## config.mk

```make
export PLATFORM = sky130hd
export DESIGN_NAME = waveform_rms_offset_peak_stats_core
export DESIGN_NICKNAME = d
export VERILOG_FILES = /design/src/hw/rtl/wrms_pkg.sv /design/src/hw/rtl/wrms_acc_mem.sv /design/src/hw/rtl/wrms_div.sv /design/src/hw/rtl/wrms_sqrt.sv /design/src/hw/rtl/waveform_rms_offset_peak_stats_core.sv
export SDC_FILE = /design/constraint.sdc
export NUM_CORES = 2
export LEC_CHECK = 0
export ABC_CLOCK_PERIOD_IN_PS = 20600
export BUFFER_PORTS_ARGS = -buffer_cell sky130_fd_sc_hd__buf_2
export CAP_MARGIN = 40
export CORE_UTILIZATION = 50
export CTS_BUF_LIST = sky130_fd_sc_hd__clkbuf_16
export DETAILED_ROUTE_END_ITERATION = 12
export PLACE_DENSITY = 0.62
export SLEW_MARGIN = 20
export SYNTH_ARGS = -nofsm -noshare
export SYNTH_HDL_FRONTEND = slang
export SYNTH_SLANG_ARGS = --single-unit
```

## constraint.sdc

```tcl
create_clock -name i_clk -period 20.6 [get_ports i_clk]
set_input_delay 2.06 -clock i_clk [delete_from_list [all_inputs] [get_ports i_clk]]
set_output_delay 2.06 -clock i_clk [all_outputs]
set_load 0.02 [all_outputs]
```

## src/hw/rtl/wrms_pkg.sv

```systemverilog
// ----------------------------------------------------------------------------
// wrms_pkg
// shared sizes, accumulator record layout and memory control bundle for the
// rms / offset / peak meter
// ----------------------------------------------------------------------------
package wrms_pkg;

    localparam int SAMPLE_BITS = 16;
    localparam int PHASES      = 3;
    localparam int PHASE_W     = 2;
    localparam int MAX_SAMPLES = 65536;

    // sample and clip counters must hold MAX_SAMPLES itself
    localparam int CNT_W = $clog2(MAX_SAMPLES + 1);
    localparam int SUM_W = 33;
    localparam int SQ_W  = 47;
    localparam int THR_W = 16;

    localparam logic [THR_W-1:0] THR_RESET = 16'd20794;

    // divider: dividend as wide as the square sum, divisor is a sample count
    localparam int DIV_W      = SQ_W;
    localparam int DIV_STEP_W = $clog2(DIV_W + 1);

    // square root: even-width radicand, one root bit per step
    localparam int RT_IN_W   = 48;
    localparam int RT_W      = RT_IN_W / 2;
    localparam int RT_STEP_W = $clog2(RT_W + 1);

    typedef struct packed {
        logic                          ovf;
        logic [CNT_W-1:0]              cnt;
        logic [CNT_W-1:0]              clip;
        logic signed [SAMPLE_BITS-1:0] max_v;
        logic signed [SAMPLE_BITS-1:0] min_v;
        logic signed [SUM_W-1:0]       sum;
        logic [SQ_W-1:0]               sq;
    } t_acc;

    typedef struct packed {
        logic               rd_en;
        logic [PHASE_W-1:0] rd_addr;
        logic               wr_en;
        logic               clr_en;
        logic [PHASE_W-1:0] wr_addr;
    } t_mem_ctl;

endpackage

```

## src/hw/rtl/wrms_acc_mem.sv

```systemverilog
// ----------------------------------------------------------------------------
// wrms_acc_mem
// per-phase accumulator memory, registered read, valid bit per entry so a
// cleared or never written entry reads as an empty record
// ----------------------------------------------------------------------------
module wrms_acc_mem
    import wrms_pkg::*;
(
    input  logic     i_clk,
    input  logic     i_rst_n,
    input  t_mem_ctl i_ctl,
    input  t_acc     i_wr_data,
    output t_acc     o_rd_data
);

    t_acc              r_mem [PHASES];
    logic [PHASES-1:0] r_valid;
    t_acc              r_rd_data;
    logic              r_rd_valid;

    always_ff @(posedge i_clk) begin
        if (i_ctl.wr_en) begin
            r_mem[i_ctl.wr_addr] <= i_wr_data;
        end
        if (i_ctl.rd_en) begin
            r_rd_data <= r_mem[i_ctl.rd_addr];
        end
    end

    always_ff @(posedge i_clk) begin
        if (!i_rst_n) begin
            r_valid    <= '0;
            r_rd_valid <= 1'b0;
        end else begin
            if (i_ctl.wr_en) begin
                r_valid[i_ctl.wr_addr] <= 1'b1;
            end else if (i_ctl.clr_en) begin
                r_valid[i_ctl.wr_addr] <= 1'b0;
            end
            if (i_ctl.rd_en) begin
                r_rd_valid <= r_valid[i_ctl.rd_addr];
            end
        end
    end

    assign o_rd_data = r_rd_valid ? r_rd_data : '0;

endmodule

```

## src/hw/rtl/wrms_div.sv

```systemverilog
// ----------------------------------------------------------------------------
// wrms_div
// unsigned restoring divider, one quotient bit per cycle
// ----------------------------------------------------------------------------
module wrms_div
    import wrms_pkg::*;
(
    input  logic             i_clk,
    input  logic             i_rst_n,
    input  logic             i_start,
    input  logic [DIV_W-1:0] i_dividend,
    input  logic [CNT_W-1:0] i_divisor,
    output logic             o_done,
    output logic [DIV_W-1:0] o_quot
);

    logic                  r_busy;
    logic                  r_done;
    logic [DIV_STEP_W-1:0] r_cnt;
    logic [CNT_W-1:0]      r_rem;
    logic [CNT_W-1:0]      r_dsr;
    logic [DIV_W-1:0]      r_acc;

    logic [CNT_W:0] rem_sh;
    logic [CNT_W:0] diff;
    logic           ge;

    // remainder stays below the divisor, so the shifted value fits one more bit
    assign rem_sh = {r_rem, r_acc[DIV_W-1]};
    assign ge     = rem_sh >= {1'b0, r_dsr};
    assign diff   = rem_sh - {1'b0, r_dsr};

    always_ff @(posedge i_clk) begin
        if (!i_rst_n) begin
            r_busy <= 1'b0;
            r_done <= 1'b0;
        end else begin
            r_done <= 1'b0;
            if (i_start) begin
                r_busy <= 1'b1;
            end else if (r_busy && r_cnt == DIV_STEP_W'(1)) begin
                r_busy <= 1'b0;
                r_done <= 1'b1;
            end
        end
    end

    always_ff @(posedge i_clk) begin
        if (i_start) begin
            r_cnt <= DIV_STEP_W'(DIV_W);
            r_rem <= '0;
            r_dsr <= i_divisor;
            r_acc <= i_dividend;
        end else if (r_busy) begin
            r_cnt <= r_cnt - DIV_STEP_W'(1);
            r_rem <= ge ? diff[CNT_W-1:0] : rem_sh[CNT_W-1:0];
            r_acc <= {r_acc[DIV_W-2:0], ge};
        end
    end

    assign o_done = r_done;
    assign o_quot = r_acc;

endmodule

```

## src/hw/rtl/wrms_sqrt.sv

```systemverilog
// ----------------------------------------------------------------------------
// wrms_sqrt
// floor integer square root, digit by digit, one root bit per cycle
// ----------------------------------------------------------------------------
module wrms_sqrt
    import wrms_pkg::*;
(
    input  logic               i_clk,
    input  logic               i_rst_n,
    input  logic               i_start,
    input  logic [RT_IN_W-1:0] i_radicand,
    output logic               o_done,
    output logic [RT_W-1:0]    o_root
);

    logic                 r_busy;
    logic                 r_done;
    logic [RT_STEP_W-1:0] r_cnt;
    logic [RT_IN_W-1:0]   r_x;
    logic [RT_W+1:0]      r_rem;
    logic [RT_W-1:0]      r_root;

    logic [RT_W+1:0] rem_sh;
    logic [RT_W+1:0] trial;
    logic            ge;

    // partial remainder never exceeds twice the partial root, so its low
    // RT_W bits carry it before the shift
    assign rem_sh = {r_rem[RT_W-1:0], r_x[RT_IN_W-1 -: 2]};
    assign trial  = {r_root, 2'b01};
    assign ge     = rem_sh >= trial;

    always_ff @(posedge i_clk) begin
        if (!i_rst_n) begin
            r_busy <= 1'b0;
            r_done <= 1'b0;
        end else begin
            r_done <= 1'b0;
            if (i_start) begin
                r_busy <= 1'b1;
            end else if (r_busy && r_cnt == RT_STEP_W'(1)) begin
                r_busy <= 1'b0;
                r_done <= 1'b1;
            end
        end
    end

    always_ff @(posedge i_clk) begin
        if (i_start) begin
            r_cnt  <= RT_STEP_W'(RT_W);
            r_x    <= i_radicand;
            r_rem  <= '0;
            r_root <= '0;
        end else if (r_busy) begin
            r_cnt  <= r_cnt - RT_STEP_W'(1);
            r_x    <= {r_x[RT_IN_W-3:0], 2'b00};
            r_rem  <= ge ? (rem_sh - trial) : rem_sh;
            r_root <= {r_root[RT_W-2:0], ge};
        end
    end

    assign o_done = r_done;
    assign o_root = r_root;

endmodule

```

## src/hw/rtl/waveform_rms_offset_peak_stats_core.sv

```systemverilog
// ----------------------------------------------------------------------------
// waveform_rms_offset_peak_stats_core
// three-phase waveform meter: rms, mean offset, peak-to-peak and clip count
// ----------------------------------------------------------------------------
// a sample without the last mark blocks the input while its record is modified
//   and written back; an unused phase code is taken without blocking the input
// a last sample shows its result after two 47-step passes of the shared divider,
//   the 24-step root runs under the second one
// no new sample is taken until the last one is written back or its record is handed on
// reset (synchronous, active low) empties all records, loads the default threshold
// ----------------------------------------------------------------------------
module waveform_rms_offset_peak_stats_core
    import wrms_pkg::*;
(
    input  logic                          i_clk,
    input  logic                          i_rst_n,

    // configuration: clip threshold
    input  logic                          i_cfg_wr_en,
    input  logic [THR_W-1:0]              i_cfg_wr_data,

    // sample items
    input  logic                          i_in_valid,
    output logic                          o_in_stall,
    input  logic signed [SAMPLE_BITS-1:0] i_sample,
    input  logic [PHASE_W-1:0]            i_phase,
    input  logic                          i_last_sample,

    // result items
    output logic                          o_out_valid,
    input  logic                          i_out_stall,
    output logic [PHASE_W-1:0]            o_result_phase,
    output logic [SAMPLE_BITS-1:0]        o_rms_value,
    output logic signed [SAMPLE_BITS-1:0] o_offset_value,
    output logic [SAMPLE_BITS-1:0]        o_peak_to_peak,
    output logic [CNT_W-1:0]              o_clip_count,
    output logic                          o_overflow
);

    // sequencer states
    localparam logic [2:0] S_IDLE     = 3'd0;  // waiting for a sample
    localparam logic [2:0] S_UPD      = 3'd1;  // read data back, modify, write
    localparam logic [2:0] S_SQ_GO    = 3'd2;  // launch square sum / n
    localparam logic [2:0] S_SQ_WAIT  = 3'd3;
    localparam logic [2:0] S_SUM_GO   = 3'd4;  // launch |sum| / n and the root
    localparam logic [2:0] S_SUM_WAIT = 3'd5;
    localparam logic [2:0] S_FIN      = 3'd6;  // hand off to the output register

    logic [2:0] r_state;
    logic [2:0] n_state;

    logic [THR_W-1:0] r_thr;

    // item being worked on
    logic signed [SAMPLE_BITS-1:0] r_sample;
    logic [PHASE_W-1:0]            r_phase;
    logic                          r_last;

    // closed record, waiting for the divide and root
    logic [CNT_W-1:0]       r_n;
    logic [SUM_W-1:0]       r_sum_mag;
    logic                   r_sum_neg;
    logic [SQ_W-1:0]        r_sq;
    logic [SAMPLE_BITS-1:0] r_p2p;
    logic [CNT_W-1:0]       r_clip;
    logic                   r_ovf;
    logic [DIV_W-1:0]       r_ms;
    logic [SAMPLE_BITS-1:0] r_mean;
    logic [SAMPLE_BITS-1:0] r_rms;

    // output register
    logic                   r_out_valid;
    logic [PHASE_W-1:0]     r_out_phase;
    logic [SAMPLE_BITS-1:0] r_out_rms;
    logic [SAMPLE_BITS-1:0] r_out_mean;
    logic [SAMPLE_BITS-1:0] r_out_p2p;
    logic [CNT_W-1:0]       r_out_clip;
    logic                   r_out_ovf;

    logic       in_acc;
    logic       phase_ok;
    logic       out_load;
    t_mem_ctl   mem_ctl;
    t_acc       rd_acc;
    t_acc       nx_acc;

    logic [SAMPLE_BITS-1:0]   mag;
    logic [2*SAMPLE_BITS-1:0] sq_term;
    logic                     full;
    logic                     first;

    logic             div_start;
    logic [DIV_W-1:0] div_dividend;
    logic             div_done;
    logic [DIV_W-1:0] div_quot;
    logic             rt_start;
    logic             rt_done;
    logic [RT_W-1:0]  rt_root;

    // ------------------------------------------------------------------
    // input handshake: only the idle state takes a sample; an unused phase
    // code is taken and dropped without touching the memory
    // ------------------------------------------------------------------
    assign o_in_stall = (r_state != S_IDLE);
    assign in_acc     = i_in_valid && !o_in_stall;
    assign phase_ok   = (i_phase < PHASE_W'(PHASES));

    // the output register is free when empty or being taken this cycle
    assign out_load = (r_state == S_FIN) && (!r_out_valid || !i_out_stall);

    // ------------------------------------------------------------------
    // accumulator memory: read on accept, written back (or cleared when the record closes) in the next cycle.
    // the sequencer holds off the next sample until the write is done, so a
    // read never sees a stale entry of the same phase
    // ------------------------------------------------------------------
    always_comb begin
        mem_ctl.rd_en   = in_acc && phase_ok;
        mem_ctl.rd_addr = i_phase;
        mem_ctl.wr_en   = (r_state == S_UPD) && !r_last;
        mem_ctl.clr_en  = (r_state == S_UPD) && r_last;   // record closes
        mem_ctl.wr_addr = r_phase;
    end

    wrms_acc_mem u_mem (
        .i_clk     (i_clk),
        .i_rst_n   (i_rst_n),
        .i_ctl     (mem_ctl),
        .i_wr_data (nx_acc),
        .o_rd_data (rd_acc)
    );

    // ------------------------------------------------------------------
    // record update
    // ------------------------------------------------------------------
    // magnitude of the most negative sample still fits unsigned
    assign mag     = r_sample[SAMPLE_BITS-1] ? (~r_sample + SAMPLE_BITS'(1)) : r_sample;
    assign sq_term = mag * mag;
    assign full    = (rd_acc.cnt >= CNT_W'(MAX_SAMPLES));
    assign first   = (rd_acc.cnt == '0);

    always_comb begin
        nx_acc = rd_acc;
        if (full) begin
            // record too long: sample dropped, flag kept until the record ends
            nx_acc.ovf = 1'b1;
        end else begin
            // min and max start from the first sample of a record
            if (first || (r_sample < rd_acc.min_v)) begin
                nx_acc.min_v = r_sample;
            end
            if (first || (r_sample > rd_acc.max_v)) begin
                nx_acc.max_v = r_sample;
            end
            if (mag >= r_thr) begin
                nx_acc.clip = rd_acc.clip + CNT_W'(1);
            end
            nx_acc.sum = rd_acc.sum + SUM_W'(r_sample);
            nx_acc.sq  = rd_acc.sq + SQ_W'(sq_term);
            nx_acc.cnt = rd_acc.cnt + CNT_W'(1);
        end
    end

    // ------------------------------------------------------------------
    // shared divider (square sum first, then sum magnitude) and square root
    // ------------------------------------------------------------------
    assign div_start    = (r_state == S_SQ_GO) || (r_state == S_SUM_GO);
    assign div_dividend = (r_state == S_SQ_GO) ? r_sq
                                               : {{(DIV_W-SUM_W){1'b0}}, r_sum_mag};
    // the mean square is ready once the first pass is done
    assign rt_start     = (r_state == S_SUM_GO);

    wrms_div u_div (
        .i_clk      (i_clk),
        .i_rst_n    (i_rst_n),
        .i_start    (div_start),
        .i_dividend (div_dividend),
        .i_divisor  (r_n),
        .o_done     (div_done),
        .o_quot     (div_quot)
    );

    wrms_sqrt u_sqrt (
        .i_clk      (i_clk),
        .i_rst_n    (i_rst_n),
        .i_start    (rt_start),
        .i_radicand ({{(RT_IN_W-DIV_W){1'b0}}, r_ms}),
        .o_done     (rt_done),
        .o_root     (rt_root)
    );

    // ------------------------------------------------------------------
    // sequencer
    // ------------------------------------------------------------------
    always_comb begin
        n_state = r_state;
        case (r_state)
            S_IDLE: begin
                if (in_acc && phase_ok) begin
                    n_state = S_UPD;
                end
            end
            S_UPD: begin
                n_state = r_last ? S_SQ_GO : S_IDLE;
            end
            S_SQ_GO: begin
                n_state = S_SQ_WAIT;
            end
            S_SQ_WAIT: begin
                if (div_done) begin
                    n_state = S_SUM_GO;
                end
            end
            S_SUM_GO: begin
                n_state = S_SUM_WAIT;
            end
            S_SUM_WAIT: begin
                // the root is shorter than a divide pass and is done by now
                if (div_done) begin
                    n_state = S_FIN;
                end
            end
            S_FIN: begin
                if (out_load) begin
                    n_state = S_IDLE;
                end
            end
            default: begin
                n_state = S_IDLE;
            end
        endcase
    end

    always_ff @(posedge i_clk) begin
        if (!i_rst_n) begin
            r_state     <= S_IDLE;
            r_thr       <= THR_RESET;
            r_out_valid <= 1'b0;
        end else begin
            r_state <= n_state;
            if (i_cfg_wr_en) begin
                r_thr <= i_cfg_wr_data;
            end
            if (out_load) begin
                r_out_valid <= 1'b1;
            end else if (r_out_valid && !i_out_stall) begin
                r_out_valid <= 1'b0;
            end
        end
    end

    // payload registers
    always_ff @(posedge i_clk) begin
        if (in_acc) begin
            r_sample <= i_sample;
            r_phase  <= i_phase;
            r_last   <= i_last_sample;
        end

        // capture the closing record; the count is never zero here
        if ((r_state == S_UPD) && r_last) begin
            r_n       <= nx_acc.cnt;
            r_sum_neg <= nx_acc.sum[SUM_W-1];
            r_sum_mag <= nx_acc.sum[SUM_W-1] ? (~nx_acc.sum + SUM_W'(1)) : nx_acc.sum;
            r_sq      <= nx_acc.sq;
            r_p2p     <= nx_acc.max_v - nx_acc.min_v;
            r_clip    <= nx_acc.clip;
            r_ovf     <= nx_acc.ovf;
        end

        if ((r_state == S_SQ_WAIT) && div_done) begin
            r_ms <= div_quot;
        end

        // mean truncates toward zero: divide the magnitude, restore the sign
        if ((r_state == S_SUM_WAIT) && div_done) begin
            r_mean <= r_sum_neg ? (~div_quot[SAMPLE_BITS-1:0] + SAMPLE_BITS'(1))
                                : div_quot[SAMPLE_BITS-1:0];
        end

        if (rt_done) begin
            r_rms <= rt_root[SAMPLE_BITS-1:0];
        end

        if (out_load) begin
            r_out_phase <= r_phase;
            r_out_rms   <= r_rms;
            r_out_mean  <= r_mean;
            r_out_p2p   <= r_p2p;
            r_out_clip  <= r_clip;
            r_out_ovf   <= r_ovf;
        end
    end

    assign o_out_valid    = r_out_valid;
    assign o_result_phase = r_out_phase;
    assign o_rms_value    = r_out_rms;
    assign o_offset_value = r_out_mean;
    assign o_peak_to_peak = r_out_p2p;
    assign o_clip_count   = r_out_clip;
    assign o_overflow     = r_out_ovf;

endmodule

```

After elaboration in Yosys (flattened, before gate mapping)
Memories as Yosys holds them, arrays and structs flattened. A register that Yosys moved wholly into a read port is not among the register bits.
Cells that the tools add are included.

storage, ports and cells
  flip-flop bits (word level) = 514
  bits in writable memories = 441
  bits of input ports = 40
  output and inout bits = 70
  memories kept = 1

memory list
  name         depth  bits a word  read ports  clocked after Yosys merged registers in  write ports  RTL line            RTL
  u_mem.r_mem  3      147          1           1                                        1            wrms_acc_mem.sv:16  t_acc r_mem [PHASES];

cells by class
  $add $sub $neg = 12
  multiply operators = 1
  $lt $le $gt $ge = 10
  equality and inequality tests = 12
  multiplexer cells = 38
  bitwise gates (word level) = 7
  reduce and logical (&&, ||, !) cells = 31

operators with widths
  operator                 count
  $mux W47                 5
  $mux W147                1
  $mux W146                1
  $mux W16                 4
  $add A47 B32 Y47         1
  $add A17 B1 Y17 const B  2
  $mux W17                 2
  $add A33 B16 Y33         1
  $add A33 B2 Y33 const B  1
  $not A33 Y33             1
  $mul A16 B16 Y32         1
  $mux W32                 1
  $not A16 Y16             2
  $ge A26 B26 Y1           1
  $mux W24                 1
  $sub A24 B24 Y24         1
  $pmux W3 S7              1
  $ge A18 B17 Y1           1
  $mux W3                  6
  $ge A17 B17 Y1 const B   1
  $logic_not A17 Y1        1
  $sub A17 B17 Y17         1
  $add A16 B1 Y16 const B  1
  $add A16 B2 Y16 const B  1
  other kinds (32)         72

Longest topological paths before layout
  word-level depth = 9
  mapped depth = 31

Modules after synthesis
From an unflattened synthesis, not the netlist that was laid out.

unflattened totals
  cell total of the unflattened synthesis = 4,721
  area, all modules = 58,189.6 um^2

by module, submodules not included
  module                               times used  cells an instance  area each (um^2)  sequential area each (um^2)
  waveform_rms_offset_peak_stats_core  1           2,543              26,147.6          9,349.0
  wrms_acc_mem                         1           1,264              21,987.3          17,737.0
  wrms_sqrt                            1           538                5,547.8           2,542.4
  wrms_div                             1           376                4,506.8           2,422.3

Worst setup path after synthesis
No wires, ideal clock.

  path type = input to register
  from = input port i_phase[1]
  to = register u_mem.r_rd_valid
  library setup time = 0.138 ns
  arrival time = 15.201 ns
  data required time = 20.462 ns
  path slack = 5.261 ns
  stages on the path = 5
  path buffers = 2
  cell sequence = clkbuf_1 > clkbuf_1 > a211oi_1 > o221ai_1 > o211a_1

RTL lines
  item                  RTL line                                   RTL
  from (decl)           waveform_rms_offset_peak_stats_core.sv:26  input logic [PHASE_W-1:0] i_phase,
  to (signal assigned)  wrms_acc_mem.sv:41                         r_rd_valid <= r_valid[i_ctl.rd_addr];
  to (decl)             wrms_acc_mem.sv:19                         logic r_rd_valid;

==> flow_summary.ini <==
[status]
status = completed

[final_layout]
layout.area.seq_um2 = 32000
area_growth_pct = 11.2
layout-drive-gt1-share_pct = 7.96
fin_cells = 6554
multi_input_area_um2 = 22400
nFillCells = 9511
nets = 5445
final_core_util_pct = 56.2

[placed_design]
place_inst = 6333
portBuffers = 109
gp_congestion = 0.899
hpwl_mm = 88.6

[power]
powerDensity_nw_per_um2 = 179
fin_total_pwr_w = 0.0114
peakVddDrop_mv = 0.329
p_leak_nw = 25.4

[sta]
min_period_ns = 10.12
slew_headroom_pct = 29.0
worstMarginPinSlew_ns = 1.07
setup_viol = 0
holdWs_ns = 0.389
fmax_ghz = 0.0989
timing.final.crit_share_pct = 49.1
rsz0062_at_grt = false
hold_viol_final = 0
fin_setup_tns_ns = 0
skew_ns = 0.0450
slew_viol_final = 0

[yosys]
netlist_instances = 4839
async_flop_share_pct = 0
yosysMostFrequentCell = edfxtp_1
ys_seq_area_share_pct = 56.2
avgSynthCellArea_um2 = 11.8
synth_commonest_cells = edfxtp_1, nand2_1, inv_1
synth_largest_area_cell = edfxtp_1
synth_ff_type = edfxtp_1
synth-xor-area-share_pct = 2.67
synth.ff_latch_count = 1102
synthSimpleGateAreaFrac_pct = 10.7
ys_types = 93
synth_edf_count = 997
synth-warning-count = 0
synthMuxAreaShare_pct = 3.65
yosysTopAreaCellShare_pct = 52.5
yosys.area_share.adder_pct = 12.5
synth_top_family_by_area = adder cells
synth_area_leaders = edfxtp_1, fa_1, ha_1
synth_compound_area_share_pct = 9.62
synth_area_um2 = 57000

[clock_tree]
tritoncts = built
cts-root-buf = clkbuf_16
h-tree-depth = 3
cts_buffer_depth = 3
clkLatencyLatePin_ns = 0.73
cts_resized = 0
cts_hold_buf = 0
numCtsBuffers = 116
cts_setup_buffers = 0
path_clk_slew_ns = 0.07
cts.sinks = 1102

[global_route]
grt_pass1_wl_mm = 202
antenna_found_initial = 1
overflow = 0
track_usage_pct = 22.5
grt_max_degree = 151
grt_pass1_vias = 35800

[critical_path]
r2r_setup_slack_ns = 10.48
crit_path_start_kind = register
cp_common_cell = fa_1
worstPathRequired_ns = 21.11
cp-startpoint = r_sample[0]
cpPeakStageDelay_ns = 0.74
crit_end = u_mem.r_mem[0][37]
rr_startpoint = r_sample[0]
worst-path-max-fanout = 13
critPathArrivalTime_ns = 10.63
end_kind = register
critPathKind = reg -> reg
crit_path_top_delay_cell = o41ai_1
r2r-end = u_mem.r_mem[0][37]
ff2ff_path_depth = 32

[detailed_routing]
num_vias = 35900
m1WireLength_mm = 58.7
dr.pass1.iters = 7
drtAntennaViolNets = 0
via_per_inst = 5.48
highest_layer = met5
wire_per_inst_um = 19.8
post-route-drc-count = 0
wl_met2_mm = 61.4
wl_met3_mm = 6.79
dr.first_iter.drc_count = 2547
routed_wl_mm = 130

[die]
io_pins = 110
initial_core_util_pct = 50.5
die_w_um = 340
core_area_um2 = 113000
rows = 123
die_h_um = 340
die_area_um2 = 115000

[min_path]
worstHoldPathType = reg -> reg

[flow_run]
drv_cap = 0
-- cells by family after synthesis --
kind of cell / after synthesis
flip-flops: 1102
adder cells (fa/ha/maj): 451
XOR/XNOR: 172
AND/OR/NAND/NOR: 1345
buffers and inverters: 702
other: 2
AO/OA/AOI/OAI: 858
multiplexers: 207
-- metal layers --
layer | track usage (%) | vias up
met1 | 31.2 | 17700
met4 | 5.81 | 2
met3 | 3.17 | 168
met5 | 0 | -
li1 | - | 17300
met2 | 37.3 | 782
-- per-stage QoR --
step           worst slack (ns)  cell area [um^2]
5_1_grt                    9.82             63400
4_1_cts                   10.61             63300
3_5_place_dp              10.69             59500
6_report                  10.48             63400
2_1_floorplan              5.26             57000
3_3_place_gp              10.99             59300
-- worst max-delay path, delay by kind of cell (launching register included) --
| kind | cells | cell delay (ns) |
|---|---|---|
| AOI/OAI and AO/OA | 10 | 3.15 |
| xor gates and xnor gates | 2 | 0.87 |
| adders and majority gates | 8 | 3.37 |
| buffers and inverters | 8 | 1.48 |
| DFF | 1 | 0.36 |
| and+or+nand+nor | 4 | 0.67 |
-- cell type report --
type	instances	share of cell area [%]
sequential	1102	50.5
multi-input combinational	3044	35.4
inverter	511	3.03
tap	1500	2.96
clock inverter	101	1.56
antenna	1	0.00395
clock buffer	116	4.58
timing repair buffer	179	1.93
-- report_power, final --
group          total (W)  internal (W)  switching, W
Combinational    0.00576       0.00209       0.00367
Sequential       0.00348       0.00340     0.0000733
Clock            0.00212       0.00123      0.000892
-- registers in the layout, summed over array words and instances, names as in the netlist, 17 cells and up, named ones only --
signal and cells:
r_clip 17, u_div.r_dsr 17, u_sqrt.o_root 24, u_sqrt.r_rem 24, r_n 17, o_clip_count 17
u_div.o_quot 47, u_div.r_rem 17, u_mem.r_rd_data 147, r_sum_mag 33, r_sq 47, u_mem.r_mem 441
u_sqrt.r_x 48, r_ms 47
-- placed cells by master (no fill, tap or decap), types with 21 or more instances in the layout --
cell         n
o21a_1      23
and2_1      84
nand2_1    606
nor2_1     316
edfxtp_1   997
dfxtp_1    103
clkinv_1    29
nor2b_1     37
ha_1       253
a21oi_1    159
a21o_1      84
buf_4       55
buf_2      111
a31oi_1     25
mux2i_1    199
fa_1       198
or3_1       32
nand3_1     52
clkbuf_16  116
o31ai_1     32
o211ai_1    24
inv_1      533
nand4_1     23
nor3_1      56
o22ai_1     36
a211oi_1    30
xnor2_1    113
xor2_1      58
o21ai_0    294
nand2b_1    21
and3_1      25
-- worst min path at each step --
| stage | endpoint | depth (start not counted) | start |
|---|---|---|---|
| 2_1_floorplan | o_clip_count[0] | 0 | r_clip[0] |
| 3_3_place_gp | o_rms_value[5] | 0 | r_rms[5] |
| 3_5_place_dp | o_offset_value[9] | 0 | r_mean[9] |
| 4_1_cts | u_div.r_dsr[14] | 0 | r_n[14] |
| 5_1_grt | u_div.r_dsr[14] | 0 | r_n[14] |
| 6_report | u_div.r_dsr[14] | 0 | r_n[14] |
No activity file was read; power rests on OpenSTA's default activity.
